==> src/rtl/hsp_pkg.sv <==
// Shared types and codes for the Hessian sparsity propagator.
// Holds the request, response and chain control structs and the function and opcode names.
// No dependencies.
`timescale 1ns / 1ps

package hsp_pkg;

   localparam int MASK_W  = 64;
   localparam int ID_W    = 10;
   localparam int COL_W   = 6;
   localparam int OP_W    = 4;

   localparam logic [1:0] FN_NODE  = 2'd0;
   localparam logic [1:0] FN_READ  = 2'd1;
   localparam logic [1:0] FN_CLEAR = 2'd2;

   localparam logic [OP_W-1:0] OP_CONST   = 4'd0;
   localparam logic [OP_W-1:0] OP_VAR     = 4'd1;
   localparam logic [OP_W-1:0] OP_SUM     = 4'd2;
   localparam logic [OP_W-1:0] OP_NEGATE  = 4'd3;
   localparam logic [OP_W-1:0] OP_PRODUCT = 4'd4;
   localparam logic [OP_W-1:0] OP_DIVIDE  = 4'd5;
   localparam logic [OP_W-1:0] OP_POWER   = 4'd6;
   localparam logic [OP_W-1:0] OP_EXP     = 4'd7;
   localparam logic [OP_W-1:0] OP_LOG     = 4'd8;
   localparam logic [OP_W-1:0] OP_SQRT    = 4'd9;
   localparam logic [OP_W-1:0] OP_SIN     = 4'd10;
   localparam logic [OP_W-1:0] OP_COS     = 4'd11;

   localparam logic [1:0] TK_NODE  = 2'd0;
   localparam logic [1:0] TK_READ  = 2'd1;
   localparam logic [1:0] TK_CLEAR = 2'd2;
   localparam logic [1:0] TK_NONE  = 2'd3;

   typedef struct packed {
      logic [1:0]       func;
      logic [OP_W-1:0]  node_op;
      logic [ID_W-1:0]  node_id;
      logic [1:0]       child_count;
      logic [ID_W-1:0]  child_a;
      logic [ID_W-1:0]  child_b;
      logic [COL_W-1:0] variable;
      logic             power_nonlinear;
      logic [COL_W-1:0] column;
   } hsp_req_type;

   typedef struct packed {
      logic [MASK_W-1:0] mask;
      logic              is_column;
   } hsp_rsp_type;

   typedef struct packed {
      logic             valid;
      logic [1:0]       kind;
      logic             sq;
      logic [COL_W-1:0] col;
   } hsp_ctl_type;

endpackage

==> src/rtl/hsp_cell.sv <==
// One column of the lower-triangle pattern, one stage of the systolic chain.
// Depends on hsp_pkg for the chain control struct and token kinds.
`timescale 1ns / 1ps

module hsp_cell import hsp_pkg::*; #(
   parameter int MAX_VARS = 64,
   parameter int CELL_COL = 0
) (
   input  logic                clock,
   input  logic                reset,
   input  hsp_ctl_type         up_ctl,
   input  logic [MAX_VARS-1:0] up_a,
   input  logic [MAX_VARS-1:0] up_b,
   input  logic [MAX_VARS-1:0] up_mask,
   output hsp_ctl_type         dn_ctl,
   output logic [MAX_VARS-1:0] dn_a,
   output logic [MAX_VARS-1:0] dn_b,
   output logic [MAX_VARS-1:0] dn_mask
);

   localparam logic [MAX_VARS-1:0] LOWER = {MAX_VARS{1'b1}} << CELL_COL;

   logic [MAX_VARS-1:0] column_ff, column_in;
   hsp_ctl_type         ctl_ff;
   logic [MAX_VARS-1:0] a_ff, b_ff, mask_ff, mask_in;
   logic [MAX_VARS-1:0] rows;

   always_comb begin
      rows = (({MAX_VARS{up_a[CELL_COL]}} & up_b)
             | ({MAX_VARS{up_b[CELL_COL]}} & (up_a | ({MAX_VARS{up_ctl.sq}} & up_b))))
             & LOWER;
      column_in = column_ff;
      mask_in   = up_mask;
      if (up_ctl.valid) begin
         case (up_ctl.kind)
            TK_NODE:  column_in = column_ff | rows;
            TK_CLEAR: column_in = '0;
            TK_READ: begin
               if (up_ctl.col == COL_W'(CELL_COL)) begin
                  mask_in = column_ff;
               end
            end
            default: column_in = column_ff;
         endcase
      end
   end

   always_ff @(posedge clock) begin
      if (reset) begin
         column_ff <= '0;
         ctl_ff    <= '0;
      end else begin
         column_ff <= column_in;
         ctl_ff    <= up_ctl;
      end
      a_ff    <= up_a;
      b_ff    <= up_b;
      mask_ff <= mask_in;
   end

   assign dn_ctl  = ctl_ff;
   assign dn_a    = a_ff;
   assign dn_b    = b_ff;
   assign dn_mask = mask_ff;

endmodule

==> config.mk <==
export PLATFORM = sky130hd
export DESIGN_NAME = hsp_cell
export DESIGN_NICKNAME = d
export VERILOG_FILES = /design/src/rtl/hsp_pkg.sv /design/src/rtl/hsp_cell.sv
export SDC_FILE = /design/constraint.sdc
export NUM_CORES = 1
export LEC_CHECK = 0
export ABC_CLOCK_PERIOD_IN_PS = 1350
export BUFFER_PORTS_ARGS = -buffer_cell sky130_fd_sc_hd__buf_2
export CORE_AREA = 2 2 159 161
export CTS_BUF_LIST = sky130_fd_sc_hd__clkbuf_4
export CTS_CLUSTER_SIZE = 20
export DETAILED_ROUTE_END_ITERATION = 10
export DIE_AREA = 0 0 161 163
export GPL_TIMING_DRIVEN = 1
export HOLD_SLACK_MARGIN = 0.05
export REMOVE_ABC_BUFFERS = 1
export SKIP_LAST_GASP = 1
export SYNTH_ARGS = -nofsm -noshare
export SYNTH_HDL_FRONTEND = slang
export SYNTH_SLANG_ARGS = --single-unit
==> constraint.sdc <==
create_clock -name clock -period 1.35 [get_ports clock]
set_input_delay 0.2025 -clock clock [delete_from_list [all_inputs] [get_ports clock]]
set_output_delay 0.2025 -clock clock [all_outputs]
set_load 0.005 [all_outputs]
# Yosys cells after proc, flatten, opt, wreduce, memory -nomap -nowiden
# Cells that the tools add are included.
# W data, S select, Z words.
# totals
regBits	266
ram_bits	0
elab_cells	24
rom_bits	0
mem_count	0
in_bits	204
latchBits	0
# op_classes
n_bitwise	6
shift	0
n_reduce_logical	4
div	0
multipliers	0
muxes	4
order_cmp	0
add_sub_neg	0
n_eq_ne	2
# op_table
op	n
$and A64 B64 Y64	3
$mux W64	3
$or A64 B64 Y64	3
$pmux W64 S2	1
$logic_not A6 Y1	1
$eq A2 B1 Y1 const B	1
$eq A2 B2 Y1 const B	1
$logic_not A2 Y1	1
$reduce_and A2 Y1	1
$reduce_bool A2 Y1	1

# Depth between registers and ports, before layout
# Gate-level depths: netlist of run 1.
# logic_depth
depth_word	6
ltp_mapped	5
depth_no_buf	3

# Worst setup path before layout of run 1
# Ideal clock, no wire load.
# synth_path
path_kind	input -> register
startpoint	input port up_ctl[5] (netlist bit)
endpoint	register mask_ff[0], in the netlist dn_mask[0]
path_stages	4
path_buffers	1
required_ns	1.229
path_slack_ns	-0.001
arrival_ns	1.229
cell_sequence	nor3_1 -> nand4_4 -> buf_6 -> mux2_4
# synth_between
elab_chain_len	4
# synth_rtl
item	line	text
start, declared	hsp_cell.sv:11	input hsp_ctl_type up_ctl,
$logic_not A6 Y1	hsp_cell.sv:39	if (up_ctl.col == COL_W'(CELL_COL)) begin
$mux W64	hsp_cell.sv:39	
$mux W64	hsp_cell.sv:35	case (up_ctl.kind)
$mux W64	hsp_cell.sv:34	if (up_ctl.valid) begin
named net mask_in[0]	hsp_cell.sv:25	logic [MAX_VARS-1:0] a_ff, b_ff, mask_ff, mask_in;
end signal, assigned	hsp_cell.sv:58	mask_ff <= mask_in;
end, declared	hsp_cell.sv:25	
# The timed path passes the listed nets, and every way through them passes these cells.
# A chain may end at the register's enable or synchronous reset.

# Worst setup path in the final report of run 1
# layout_path
startpoint	input port up_ctl[3] (netlist bit)
endpoint	register mask_ff[59], in the netlist dn_mask[59]
# Same word-level chain as after synthesis.

==> summary.txt, run 1 <==
================================================================================
Clock tree sinks                                                             266
Post-Synthesis Cells                                                         636
Share of Yosys cell area claimed by the top area cell type                 0.671
Primary flip-flop cell chosen by synthesis mapping                  sky130_fd_sc_hd__dfxtp_1
Mean routed wirelength per cell                                          16.6 µm
Pleak                                                                 0.00649 µW
Post-synth ARST share                                                          0
Distinct cell type count after synthesis                                      19
Required time reported for the critical path endpoint                    1.83 ns
Portion of total power attributed to the clock network                     0.402
Gate power share                                                           0.111
Top-level port count                                                         406
Number of warnings printed during yosys synthesis                              0
P&R area growth vs syn                                                     73.3%
Die H                                                                     163 µm
Initial antenna violation count                                                2
Worst-Margin Slew                                                       0.345 ns
Vias after detailed routing                                                 7477
Clock Root Buffer                                                   sky130_fd_sc_hd__clkbuf_4
Switching pwr                                                            4160 µW
Cell type with the highest aggregate area in the netlist            sky130_fd_sc_hd__dfxtp_1
Crit path max fanout                                                           8
Most frequent cell after synthesis                                  sky130_fd_sc_hd__dfxtp_1
Total Routing Usage GR                                                     0.191
I/O Buffers                                                                  405
Longest Clk Path Bufs                                                          3
Ratio of cells with drive above 1 in the final layout                      0.516
Global-route wire length before repair                                  39800 µm
Routing usage on met3                                                     0.0680
Headroom to the max-slew limit                                             0.770
Number of max-capacitance violations reported                                  0
Core Footprint                                                         24700 µm²
Worst Path Arrival                                                       1.91 ns
Vias per Instance                                                           4.45
Most used routing layer in global routing                                   met2
Final hold viol count                                                          0
Worst ir drop on vdd                                                    0.697 mV
Top cell types by occurrence after synthesis                        sky130_fd_sc_hd__dfxtp_1 (266), sky130_fd_sc_hd__a21oi_1 (190), sky130_fd_sc_hd__or2_2 (63)
Row cnt                                                                       58
Mean cell area of the mapped netlist                                    12.5 µm²
Starting density of the core                                               0.322
Pin count of the biggest net entering global routing                          65
Pwr/cell area                                                        1260 nW/µm²
Fraction of power spent switching nets                                     0.240
Final number of setup-violating endpoints                                     64
Overflow after GRT                                                             0
Power share of the sequential group                                        0.487
Num CTS Buffers                                                               68
Clock slew at reported path FFs                                          0.07 ns
Min-Delay Path Class                                                      in2reg
First DRT Iteration DRCs                                                     349
Number of pins exceeding their max-slew limit in the final report              0
Top area cells in the synthesized netlist                           sky130_fd_sc_hd__dfxtp_1 (67%), sky130_fd_sc_hd__a21oi_1 (12%), sky130_fd_sc_hd__mux2_4 (11%)
Worst setup SP type                                                 primary input
Result of the run                                                   complete, but fails checks
Fraction of the yosys area taken by sequential cells                       0.671
Internal Dissipation                                                    13200 µW
Global-route met2 utilization                                              0.352
Post-detailed-placement half-perimeter wirelength                       16100 µm
Worst setup EP type                                                    flip-flop
Count of flip-flops with a built-in enable after synthesis                     0
Maximum level of the CTS H-tree                                                3
Met1 layer usage reported by global route                                  0.193
Die boundary width                                                        161 µm
Worst clock skew                                                       0.0391 ns
Failing checks                                                      setup timing
Setup repair after global routing missed its margin                          yes
Share of the clock period used by the worst path after layout               1.06
Area after DPL                                                         10400 µm²
Routability-driven placement congestion ratio                              0.762
Vias in the first global route                                              7841
Combined area of all synthesized cells                                  7940 µm²
DRT antenna net count                                                          0
Category of the most critical setup path                                  in2reg
Final std cell area, no fill                                           13800 µm²
Maximum clock frequency                                                  698 MHz
# DRC                                                                          0
Number of detailed-route iterations in the first pass                          6
TritonCTS clock tree                                                         yes
Insertion delay to the later sink of the worst-skew pair                 0.64 ns
Post-Place Worst Slack                                                 -0.166 ns
Number of synthesized register bits                                          266
Post-route setup slack                                                -0.0818 ns
Final critical delay including setup and external delays                 1.43 ns
Net total in the final layout                                               1507
Die area                                                               26200 µm²
Routed Wire Length                                                      27900 µm
================================================================================
power by group through the flow:
stage	combinational [µW]	clock (µW)	sequential, µW
after floorplan	427	0	8630
after global placement	1370	0	8580
after detailed placement	1390	0	8590
after CTS	1870	7160	8420
after global routing	2080	7640	8480
final	1930	6970	8440
worst max-delay path, cell delays in order:
cell                            delay, ns
sky130_fd_sc_hd__dlygate4sd3_1       0.60
sky130_fd_sc_hd__nor4_4              0.23
sky130_fd_sc_hd__nand4_4             0.19
sky130_fd_sc_hd__buf_12              0.19
sky130_fd_sc_hd__clkbuf_16           0.18
sky130_fd_sc_hd__mux2_4              0.30
sequential cells by signal, indices dropped and copies added, names as in the netlist:
register	flops
dn_mask	64
dn_a	64
dn_b	64
column_ff	64
dn_ctl	10
timing repair:
item / 4_1_cts / 5_1_grt
pin swaps: 0 / 3
endpoints found under the hold margin: 266 / 0
resized for setup: 13 / 59
hold buffers: 211 / 0
setup buffers: 0 / 1
gates cloned: 0 / 8
endpoints found under the setup margin: 11 / 111
cell type report:
type / instances / area (µm²)
clock buffer: 90 / 676
antenna: 2 / 5.00
inverter: 2 / 7.51
clock inverter: 27 / 200
fill: 2076 / 10900
timing repair buffer: 631 / 4640
tap: 330 / 413
multi-input combinational: 334 / 2440
sequential: 266 / 5380
cells in the final DEF, fill, tap and decap left out, types with 3 or more instances in the layout:
cell	synthesis	final
sky130_fd_sc_hd__buf_6	6	23
sky130_fd_sc_hd__dlymetal6s4s_1	0	3
sky130_fd_sc_hd__bufinv_16	0	3
sky130_fd_sc_hd__clkbuf_16	0	6
sky130_fd_sc_hd__dlygate4sd3_1	0	208
sky130_fd_sc_hd__buf_2	3	380
sky130_fd_sc_hd__clkbuf_4	0	90
sky130_fd_sc_hd__dfxtp_2	0	41
sky130_fd_sc_hd__nor2b_1	9	9
sky130_fd_sc_hd__mux2_4	60	61
sky130_fd_sc_hd__clkinv_2	0	6
sky130_fd_sc_hd__dfxtp_1	266	224
sky130_fd_sc_hd__buf_12	0	7
sky130_fd_sc_hd__or2_2	63	63
sky130_fd_sc_hd__a21oi_1	190	190
sky130_fd_sc_hd__mux2_2	4	3
sky130_fd_sc_hd__clkinv_1	0	15
routing by layer:
metal | vias to the layer above | part of all wire
met4 | 0 | 0.031
met2 | 327 | 0.51
li1 | 3558 | -
met5 | - | 0
met1 | 3527 | 0.39
met3 | 65 | 0.076
path summary, 6_finish.rpt:
| check | startpoint | endpoint | slack, ns | depth (start not counted) |
|---|---|---|---|---|
| worst max-delay path | up_ctl[3] | dn_mask[59] | -0.08 | 6 |
| worst min-delay path | up_b[61] | dn_b[61] | 0.21 | 2 |
| worst max register to register | column_ff[30] | dn_mask[30] | 0.65 | 1 |
| worst min register to register | column_ff[17] | dn_mask[17] | 0.45 | 1 |
logic make-up after synthesis:
kind of cell / Yosys count / synth area share
buf+inv: 36 / 0.0232
mux: 64 / 0.119
compound gates: 192 / 0.122
simple gates: 78 / 0.0652
flops: 266 / 0.671
through the flow:
stage,TNS [ns],hold slack [ns],power [µW],util,std cells
5_1_grt,-1.77,0.154,18200,0.558,1682
2_1_floorplan,-85.82,0.230,9050,-,602
3_5_place_dp,-9.51,0.322,9980,0.421,1347
3_3_place_gp,-9.31,0.321,9950,0.421,1347
4_1_cts,-0.0881,0.141,17500,0.543,1675
6_report,-2.55,0.213,17300,0.558,1682
Note: power is estimated with default switching activity, not from simulation.
==> run 2, diff against run 1 <==
- CELL_PAD_IN_SITES_DETAIL_PLACEMENT: default -> 1
- CELL_PAD_IN_SITES_GLOBAL_PLACEMENT: default -> 2
- CORE_AREA: 2 2 159 161 -> default
- CORE_MARGIN: default -> 2
- CORE_UTILIZATION: default -> 25
- DIE_AREA: 0 0 161 163 -> default
- PLACE_DENSITY_LB_ADDON: default -> 0.1
==> run 2 against run 1 <==
Maximum frequency rose by 10%; die area rose by 27%; the flow now finishes without violations; setup slack improved by 0.13 ns; via count fell by 1.8%; first-iteration DRC count fell by 55%; global-route usage fell by 2.1 points; routed wire length rose by 5.8%; largest power group unchanged; largest cell class unchanged; core utilization fell by 11 points; combinational power rose by 6%.
==> summary.txt, run 2 (synthesis results as in run 1) <==
================================================================================
Result of the run                                                   finished, final reports clean
Starting density of the core                                               0.253   -0.0689
Hold Path End                                                           dn_a[62]
Pwr/cell area                                                        1290 nW/µm²   +2.2%
# DRC                                                                          0   unchanged
Power share of the sequential group                                        0.464   -0.023
P&R area growth vs syn                                                     78.2%
Die area                                                               33200 µm²   +27%
Area after DPL                                                         10500 µm²   +1.4%
Overflow after GRT                                                             0   unchanged
Commonest cells after routing, fill and taps aside                  sky130_fd_sc_hd__buf_2 (340), sky130_fd_sc_hd__dlygate4sd3_1 (207), sky130_fd_sc_hd__dfxtp_1 (191), sky130_fd_sc_hd__a21oi_1 (190), sky130_fd_sc_hd__clkbuf_4 (115)
Die H                                                                     182 µm   +12%
Num CTS Buffers                                                               75   +10%
Clock Root Buffer                                                   sky130_fd_sc_hd__clkbuf_4
Internal Dissipation                                                    14000 µW   +6.0%
Maximum level of the CTS H-tree                                                3   unchanged
Hold wc startpoint                                                      up_a[62]
Worst Path Arrival                                                       1.10 ns   -0.81 ns
Insertion delay to the later sink of the worst-skew pair                 0.66 ns   +0.02 ns
Vias per Instance                                                           4.17   -6.1%
Global-route met2 utilization                                              0.306   -0.0461
Vias after detailed routing                                                 7343   -1.8%
First DRT Iteration DRCs                                                     157   -55%
Fraction of power spent switching nets                                     0.233   -0.00678
I/O Buffers                                                                  405   unchanged
Setup slack, reg-to-reg                                                  0.64 ns   about the same
Setup TNS                                                                   0 ns   +2.55 ns
Stage delay of the slowest cell on the critical path                     0.32 ns   -0.28 ns
Min-Delay Path Class                                                      in2reg
Core occupancy in the finished layout                                      0.451   -0.107
Core Footprint                                                         31400 µm²   +27%
Initial antenna violation count                                                2   unchanged
Total Routing Usage GR                                                     0.170   -0.0211
Number of max-capacitance violations reported                                  0   unchanged
Worst reg2reg endpoint                                               dn_mask[26]
Headroom to the max-slew limit                                             0.723   -0.0474
Category of the most critical setup path                                 reg2out
Final number of setup-violating endpoints                                      0   -100%
Top-level port count                                                         406   unchanged
Final Hold Slack                                                        0.196 ns   -0.0164 ns
Worst path top cell family by delay                                   flip-flops
Worst clock skew                                                       0.0300 ns   -0.00915 ns
Switching pwr                                                            4250 µW   +2.1%
Overall Power                                                           18200 µW   +5.1%
Row cnt                                                                       65   +12%
Maximum clock frequency                                                  768 MHz   +10%
Worst-Margin Slew                                                       0.416 ns   +0.0711 ns
Crit path max fanout                                                           1   -7
Routability-driven placement congestion ratio                              0.705   -7.4%
Worst setup SP type                                                    flip-flop
Final std cell area, no fill                                           14200 µm²   +2.8%
Mean routed wirelength per cell                                          16.8 µm   +1.1%
Gate power share                                                           0.112   about the same
Worst ir drop on vdd                                                    0.623 mV   -11%
Share of the clock period used by the worst path after layout              0.964   -0.0962
Routing usage on met3                                                     0.0583   -0.00972
Most used routing layer in global routing                                   met2
Number of detailed-route iterations in the first pass                          4   -2
Hold Path Depth                                                                2   unchanged
Global-route wire length before repair                                  43800 µm   +10%
Setup repair after global routing missed its margin                          yes
Ratio of cells with drive above 1 in the final layout                      0.550   +0.0346
Setup Fix Bufs, Post-CTS                                                       0   unchanged
Pin count of the biggest net entering global routing                          37   -43%
Number of pins exceeding their max-slew limit in the final report              0   unchanged
Critical register-to-register path startpoint                       column_ff[26]
Post-detailed-placement half-perimeter wirelength                       18800 µm   +16%
TritonCTS clock tree                                                         yes
Cell at the slowest stage of the critical path                      sky130_fd_sc_hd__dfxtp_1
Die boundary width                                                        182 µm   +13%
Final hold viol count                                                          0   unchanged
Commonest non-fill, non-tap cell in the layout                      sky130_fd_sc_hd__buf_2
Clock slew at reported path FFs                                          0.07 ns   about the same
Worst-case reg-to-reg path depth                                               1   unchanged
Critical-path cell list                                                    buf_2
Portion of total power attributed to the clock network                     0.424   +0.022
Met1 layer usage reported by global route                                  0.179   -0.0140
Worst setup EP type                                                  output port
Required time reported for the critical path endpoint                    1.15 ns   -0.68 ns
DRT antenna net count                                                          0   unchanged
Pleak                                                                 0.00658 µW   +1.3%
Final critical delay including setup and external delays                 1.30 ns   -0.130 ns
Clock tree sinks                                                             266   unchanged
Vias in the first global route                                              8202   +4.6%
Routed Wire Length                                                      29500 µm   +5.8%
Crit path buf inv count                                                        1   -2
Net total in the final layout                                               1512   +0.33%
Longest Clk Path Bufs                                                          3   unchanged
================================================================================
## run 2: changes by cell type in the layout (fill, tap and decap cells not counted), moves of 2 or more
cell,before,now
sky130_fd_sc_hd__buf_4,2,6
sky130_fd_sc_hd__buf_6,23,63
sky130_fd_sc_hd__clkbuf_16,6,2
sky130_fd_sc_hd__dfxtp_1,224,191
sky130_fd_sc_hd__clkinvlp_4,2,0
sky130_fd_sc_hd__clkbuf_4,90,115
sky130_fd_sc_hd__dfxtp_2,41,75
sky130_fd_sc_hd__buf_2,380,340
sky130_fd_sc_hd__clkinv_1,15,6
sky130_fd_sc_hd__clkinv_2,6,0
## run 2: timing repair
action                     in CTS  in global routing
gates resized for setup        21                123
pin swaps                       0                  1
hold endpoints to repair      266                  1
cloned                          0                  2
hold buffers                  208                  1
setup endpoints to repair      79                210
## run 2: cell type report
type,count,area (µm²)
fill,3518,17200
sequential,266,5420
timing repair buffer,629,4790
multi-input combinational,334,2450
clock buffer,115,863
tap,402,503
clock inverter,10,116
inverter,2,7.51
antenna,2,5.00
## run 2: metal layers
layer,wire length (µm),part of all wire
met4,781,0.026
met2,15200,0.52
met5,0,0
met3,2220,0.075
met1,11300,0.38
## run 2: how the worst max path moves through the flow
stage	slack [ns]	startpoint	depth (start not counted)	to
2_1_floorplan	-0.91	up_ctl[5]	3	dn_mask[0]
3_3_place_gp	-0.22	up_ctl[1]	5	dn_mask[47]
3_5_place_dp	-0.24	up_ctl[1]	5	dn_mask[53]
4_1_cts	-0.03	dn_a[29]	1	dn_a[29]
5_1_grt	-0.07	dn_b[41]	1	dn_b[41]
6_report	0.05	dn_b[41]	1	dn_b[41]
## run 2: through the flow
step | cells | setup WS [ns]
final | 1760 | 0.0480
after detailed placement | 1424 | -0.236
after global routing | 1760 | -0.0725
after floorplan | 602 | -0.912
after global placement | 1424 | -0.224
after CTS | 1757 | -0.0289
## run 2: power groups by stage
stage	clock, µW	combinational, µW	sequential [µW]
3_3_place_gp	0	1450	8570
3_5_place_dp	0	1460	8580
4_1_cts	8080	1960	8420
2_1_floorplan	0	427	8630
6_report	7720	2040	8460
5_1_grt	8620	2220	8500
==> run 3, diff against run 2 <==
==> constraint.sdc (replaced) <==
create_clock -name clock -period 1.35 [get_ports clock]
set_input_delay 0.0675 -clock clock [delete_from_list [all_inputs] [get_ports clock]]
set_output_delay 0.0675 -clock clock [all_outputs]
set_load 0.005 [all_outputs]
==> run 3 against run 2 <==
The flow now stops in 4_1_cts; synthesized cell count unchanged; synthesized area unchanged.
==> summary.txt, run 3 <==
=========================================================================
I/O Buffers                                                           405   unchanged
Top cell types by occurrence after synthesis                 sky130_fd_sc_hd__dfxtp_1 (266), sky130_fd_sc_hd__a21oi_1 (190), sky130_fd_sc_hd__or2_2 (63)
First error                                                  [ERROR RSZ-0060] Max buffer count reached.
Top-level port count                                                  406   unchanged
Most frequent cell after synthesis                           sky130_fd_sc_hd__dfxtp_1
Primary flip-flop cell chosen by synthesis mapping           sky130_fd_sc_hd__dfxtp_1
Post-Synthesis Cells                                                  636   unchanged
Cts repair resizes                                                      0   -100%
Setup Fix Bufs, Post-CTS                                                0   unchanged
Distinct cell type count after synthesis                               19   unchanged
Num CTS Buffers                                                        77   +2.7%
Top area cells in the synthesized netlist                    sky130_fd_sc_hd__dfxtp_1 (67%), sky130_fd_sc_hd__a21oi_1 (12%), sky130_fd_sc_hd__mux2_4 (11%)
Post-detailed-placement half-perimeter wirelength                18700 µm   -0.16%
Longest Clk Path Bufs                                                   3   unchanged
Mean cell area of the mapped netlist                             12.5 µm²   unchanged
Die H                                                              182 µm   unchanged
Routability-driven placement congestion ratio                       0.695   -1.4%
Cell type with the highest aggregate area in the netlist     sky130_fd_sc_hd__dfxtp_1
Number of warnings printed during yosys synthesis                       0   unchanged
Row cnt                                                                65   unchanged
Maximum level of the CTS H-tree                                         3   unchanged
Post-synth ARST share                                                   0   unchanged
Instance count after placement with tap cells included               1424   unchanged
Share of Yosys cell area claimed by the top area cell type          0.671   unchanged
Fraction of the yosys area taken by sequential cells                0.671   unchanged
Total of hold buffers inserted after clock tree synthesis             311   +50%
Result of the run                                            aborted with a tool error
Number of synthesized register bits                                   266   unchanged
Clock Root Buffer                                            sky130_fd_sc_hd__clkbuf_4
Post-Place Worst Slack                                          -0.107 ns   +0.129 ns
Halt Stage                                                        4_1_cts
Die boundary width                                                 182 µm   unchanged
Combined area of all synthesized cells                           7940 µm²   unchanged
Count of flip-flops with a built-in enable after synthesis              0   unchanged
Clock tree sinks                                                      266   unchanged
Starting density of the core                                        0.253   unchanged
=========================================================================
-- run 3: cell counts after synthesis --
No cell type changed its count.
-- run 3: kinds of logic after synthesis --
kind of cell    synth area share
flops                      0.671
compound gates             0.122
simple gates              0.0652
mux                        0.119
buf+inv                   0.0232
-- run 3: stage by stage --
| step | utilization | TNS (ns) | cell area (µm²) |
|---|---|---|---|
| floorplan | - | -68.54 | 7760 |
| detailed placement | 0.336 | -5.46 | 10500 |
| global placement | 0.336 | -5.28 | 10500 |
==> run 4, diff against run 3 <==
- ABC_CLOCK_PERIOD_IN_PS: 1350 -> 1800
- CELL_PAD_IN_SITES_DETAIL_PLACEMENT: 1 -> default
- CELL_PAD_IN_SITES_GLOBAL_PLACEMENT: 2 -> default
- CORE_UTILIZATION: 25 -> 20
- CTS_BUF_LIST: sky130_fd_sc_hd__clkbuf_4 -> default
- CTS_CLUSTER_SIZE: 20 -> default
- HOLD_SLACK_MARGIN: 0.05 -> default
- PLACE_DENSITY_LB_ADDON: 0.1 -> 0.15
- clock period: 1.35 -> 1.8 ns (I/O delays scaled with it)
==> run 4 against run 3 <==
The flow now finishes without violations.
==> summary.txt, run 4 (synthesis results as in run 1) <==
================================================================================
Vias after detailed routing                                                 6899
Num CTS Buffers                                                               30   -61%
Vias per Instance                                                           3.84
Critical register-to-register path startpoint                       column_ff[0]
Starting density of the core                                               0.204   -0.0489
Number of pins exceeding their max-slew limit in the final report              0
Core Footprint                                                         38900 µm²
Die area                                                               41300 µm²
Clock Root Buffer                                                   sky130_fd_sc_hd__clkbuf_16
Worst ir drop on vdd                                                    0.687 mV
Clock slew at reported path FFs                                          0.06 ns
Setup TNS                                                                   0 ns
Required time reported for the critical path endpoint                    2.24 ns
Switching pwr                                                            3080 µW
I/O Buffers                                                                  405   unchanged
Area of the multi-input gates                                           2440 µm²
DRT antenna net count                                                          0
Vias in the first global route                                              7302
Internal Dissipation                                                    10700 µW
Worst Path Arrival                                                       1.94 ns
Post-detailed-placement half-perimeter wirelength                       16800 µm   -10%
Register area                                                           5330 µm²
Gate power share                                                           0.101
Hold Path End                                                          dn_ctl[6]
Pleak                                                                 0.00624 µW
Hold Path Depth                                                                3
Share of the clock period used by the worst path after layout              0.833
Setup repair after global routing missed its margin                           no
Critical Path Source                                                   up_ctl[1]
Maximum level of the CTS H-tree                                                1   -2
Cts repair resizes                                                             0   unchanged
P&R area growth vs syn                                                     71.8%
Net total in the final layout                                               1458
Fraction of power spent switching nets                                     0.223
First DRT Iteration DRCs                                                     154
Global-route wire length before repair                                  40100 µm
# DRC                                                                          0
Final hold viol count                                                          0
Top-level port count                                                         406   unchanged
Setup Fix Bufs, Post-CTS                                                       0   unchanged
Total Routing Usage GR                                                     0.122
Commonest cells after routing, fill and taps aside                  sky130_fd_sc_hd__buf_2 (405), sky130_fd_sc_hd__dfxtp_1 (266), sky130_fd_sc_hd__dlygate4sd3_1 (209), sky130_fd_sc_hd__a21oi_1 (190), sky130_fd_sc_hd__or2_2 (63)
Worst setup SP type                                                 primary input
Row cnt                                                                       72   +11%
Crit path max fanout                                                          64
Headroom to the max-slew limit                                             0.622
Die boundary width                                                        203 µm   +12%
Worst reg2reg endpoint                                                dn_mask[0]
Clock tree sinks                                                             266   unchanged
Final critical delay including setup and external delays                 1.50 ns
Maximum clock frequency                                                  667 MHz
Setup slack, reg-to-reg                                                  1.11 ns
Longest Clk Path Bufs                                                          3   unchanged
Routability-driven placement congestion ratio                              0.686   -1.3%
Initial antenna violation count                                                2
TritonCTS clock tree                                                         yes
Commonest non-fill, non-tap cell in the layout                      sky130_fd_sc_hd__buf_2
Category of the most critical setup path                                  in2reg
Hold wc startpoint                                                     up_ctl[6]
Worst setup EP type                                                    flip-flop
Portion of total power attributed to the clock network                     0.442
Insertion delay to the later sink of the worst-skew pair                 0.56 ns
Final number of setup-violating endpoints                                      0
Number of detailed-route iterations in the first pass                          4
Worst clock skew                                                      0.00745 ns
Core occupancy in the finished layout                                      0.350
Number of max-capacitance violations reported                                  0
Mean routed wirelength per cell                                          14.7 µm
Ratio of cells with drive above 1 in the final layout                      0.461
Worst-case reg-to-reg path depth                                               1
Worst-Margin Slew                                                       0.568 ns
Routed Wire Length                                                      26400 µm
Overflow after GRT                                                             0
Power share of the sequential group                                        0.457
Die H                                                                     203 µm   +12%
Pwr/cell area                                                        1010 nW/µm²
Pin count of the biggest net entering global routing                          66
Min-Delay Path Class                                                      in2reg
Number of fill cells in the layout                                          3975
Result of the run                                                   finished, final reports clean
================================================================================
==> run 4: worst max-delay path by stage <==
stage                     slack, ns  cells past startpoint          end
after floorplan               -0.35                      3   dn_mask[0]
after global placement         0.30                      5   dn_mask[2]
after detailed placement       0.28                      5  dn_mask[61]
after CTS                      0.33                      6  dn_mask[41]
after global routing           0.27                      6  dn_mask[41]
final                          0.30                      6  dn_mask[41]
==> run 4: critical path: stages <==
cell and delay [ns]:
sky130_fd_sc_hd__dlygate4sd3_1 0.53, sky130_fd_sc_hd__buf_2 0.14, sky130_fd_sc_hd__nor4_4 0.33, sky130_fd_sc_hd__nand4_4 0.14
sky130_fd_sc_hd__buf_12 0.27, sky130_fd_sc_hd__mux2_4 0.37
==> run 4: repair_timing <==
action	in CTS	in global routing
hold buffers	209	0
endpoints found under the hold margin	266	0
endpoints found under the setup margin	0	0
==> run 4: power groups by stage <==
| stage | sequential, µW | combinational [µW] | clock (µW) |
|---|---|---|---|
| 2_1_floorplan | 6470 | 320 | 0 |
| 3_3_place_gp | 6440 | 1050 | 0 |
| 3_5_place_dp | 6440 | 1050 | 0 |
| 4_1_cts | 6310 | 1410 | 6310 |
| 5_1_grt | 6340 | 1520 | 6580 |
| 6_report | 6310 | 1390 | 6110 |
==> run 4: stage by stage <==
stage	hold slack [ns]	setup slack (ns)	std cells	cell area [µm²]	total power, µW
5_1_grt	0.115	0.270	1798	13600	14400
3_3_place_gp	0.209	0.297	1531	10500	7480
4_1_cts	0.0828	0.326	1796	13600	14000
2_1_floorplan	0.118	-0.349	602	7760	6790
3_5_place_dp	0.209	0.282	1531	10500	7490
6_report	0.121	0.301	1798	13600	13800
==> run 4: layout make-up <==
class,instances,area share
Tap cell,518,0.0475
Clock buffer,46,0.0654
Clock inverter,10,0.00771
Timing Repair Buffer,620,0.309
Multi-Input combinational cell,334,0.179
Antenna cell,2,0.000367
Inverter,2,0.000550
Sequential cell,266,0.390
==> run 4: per-layer routing <==
| metal | share of wire | routed length, µm | vias up | global-route usage |
|---|---|---|---|---|
| li1 | - | - | 3415 | - |
| met1 | 0.41 | 10700 | 3190 | 0.140 |
| met2 | 0.49 | 12900 | 248 | 0.216 |
| met3 | 0.078 | 2040 | 46 | 0.0356 |
| met4 | 0.026 | 689 | 0 | 0.0433 |
| met5 | 0 | 0 | - | 0 |
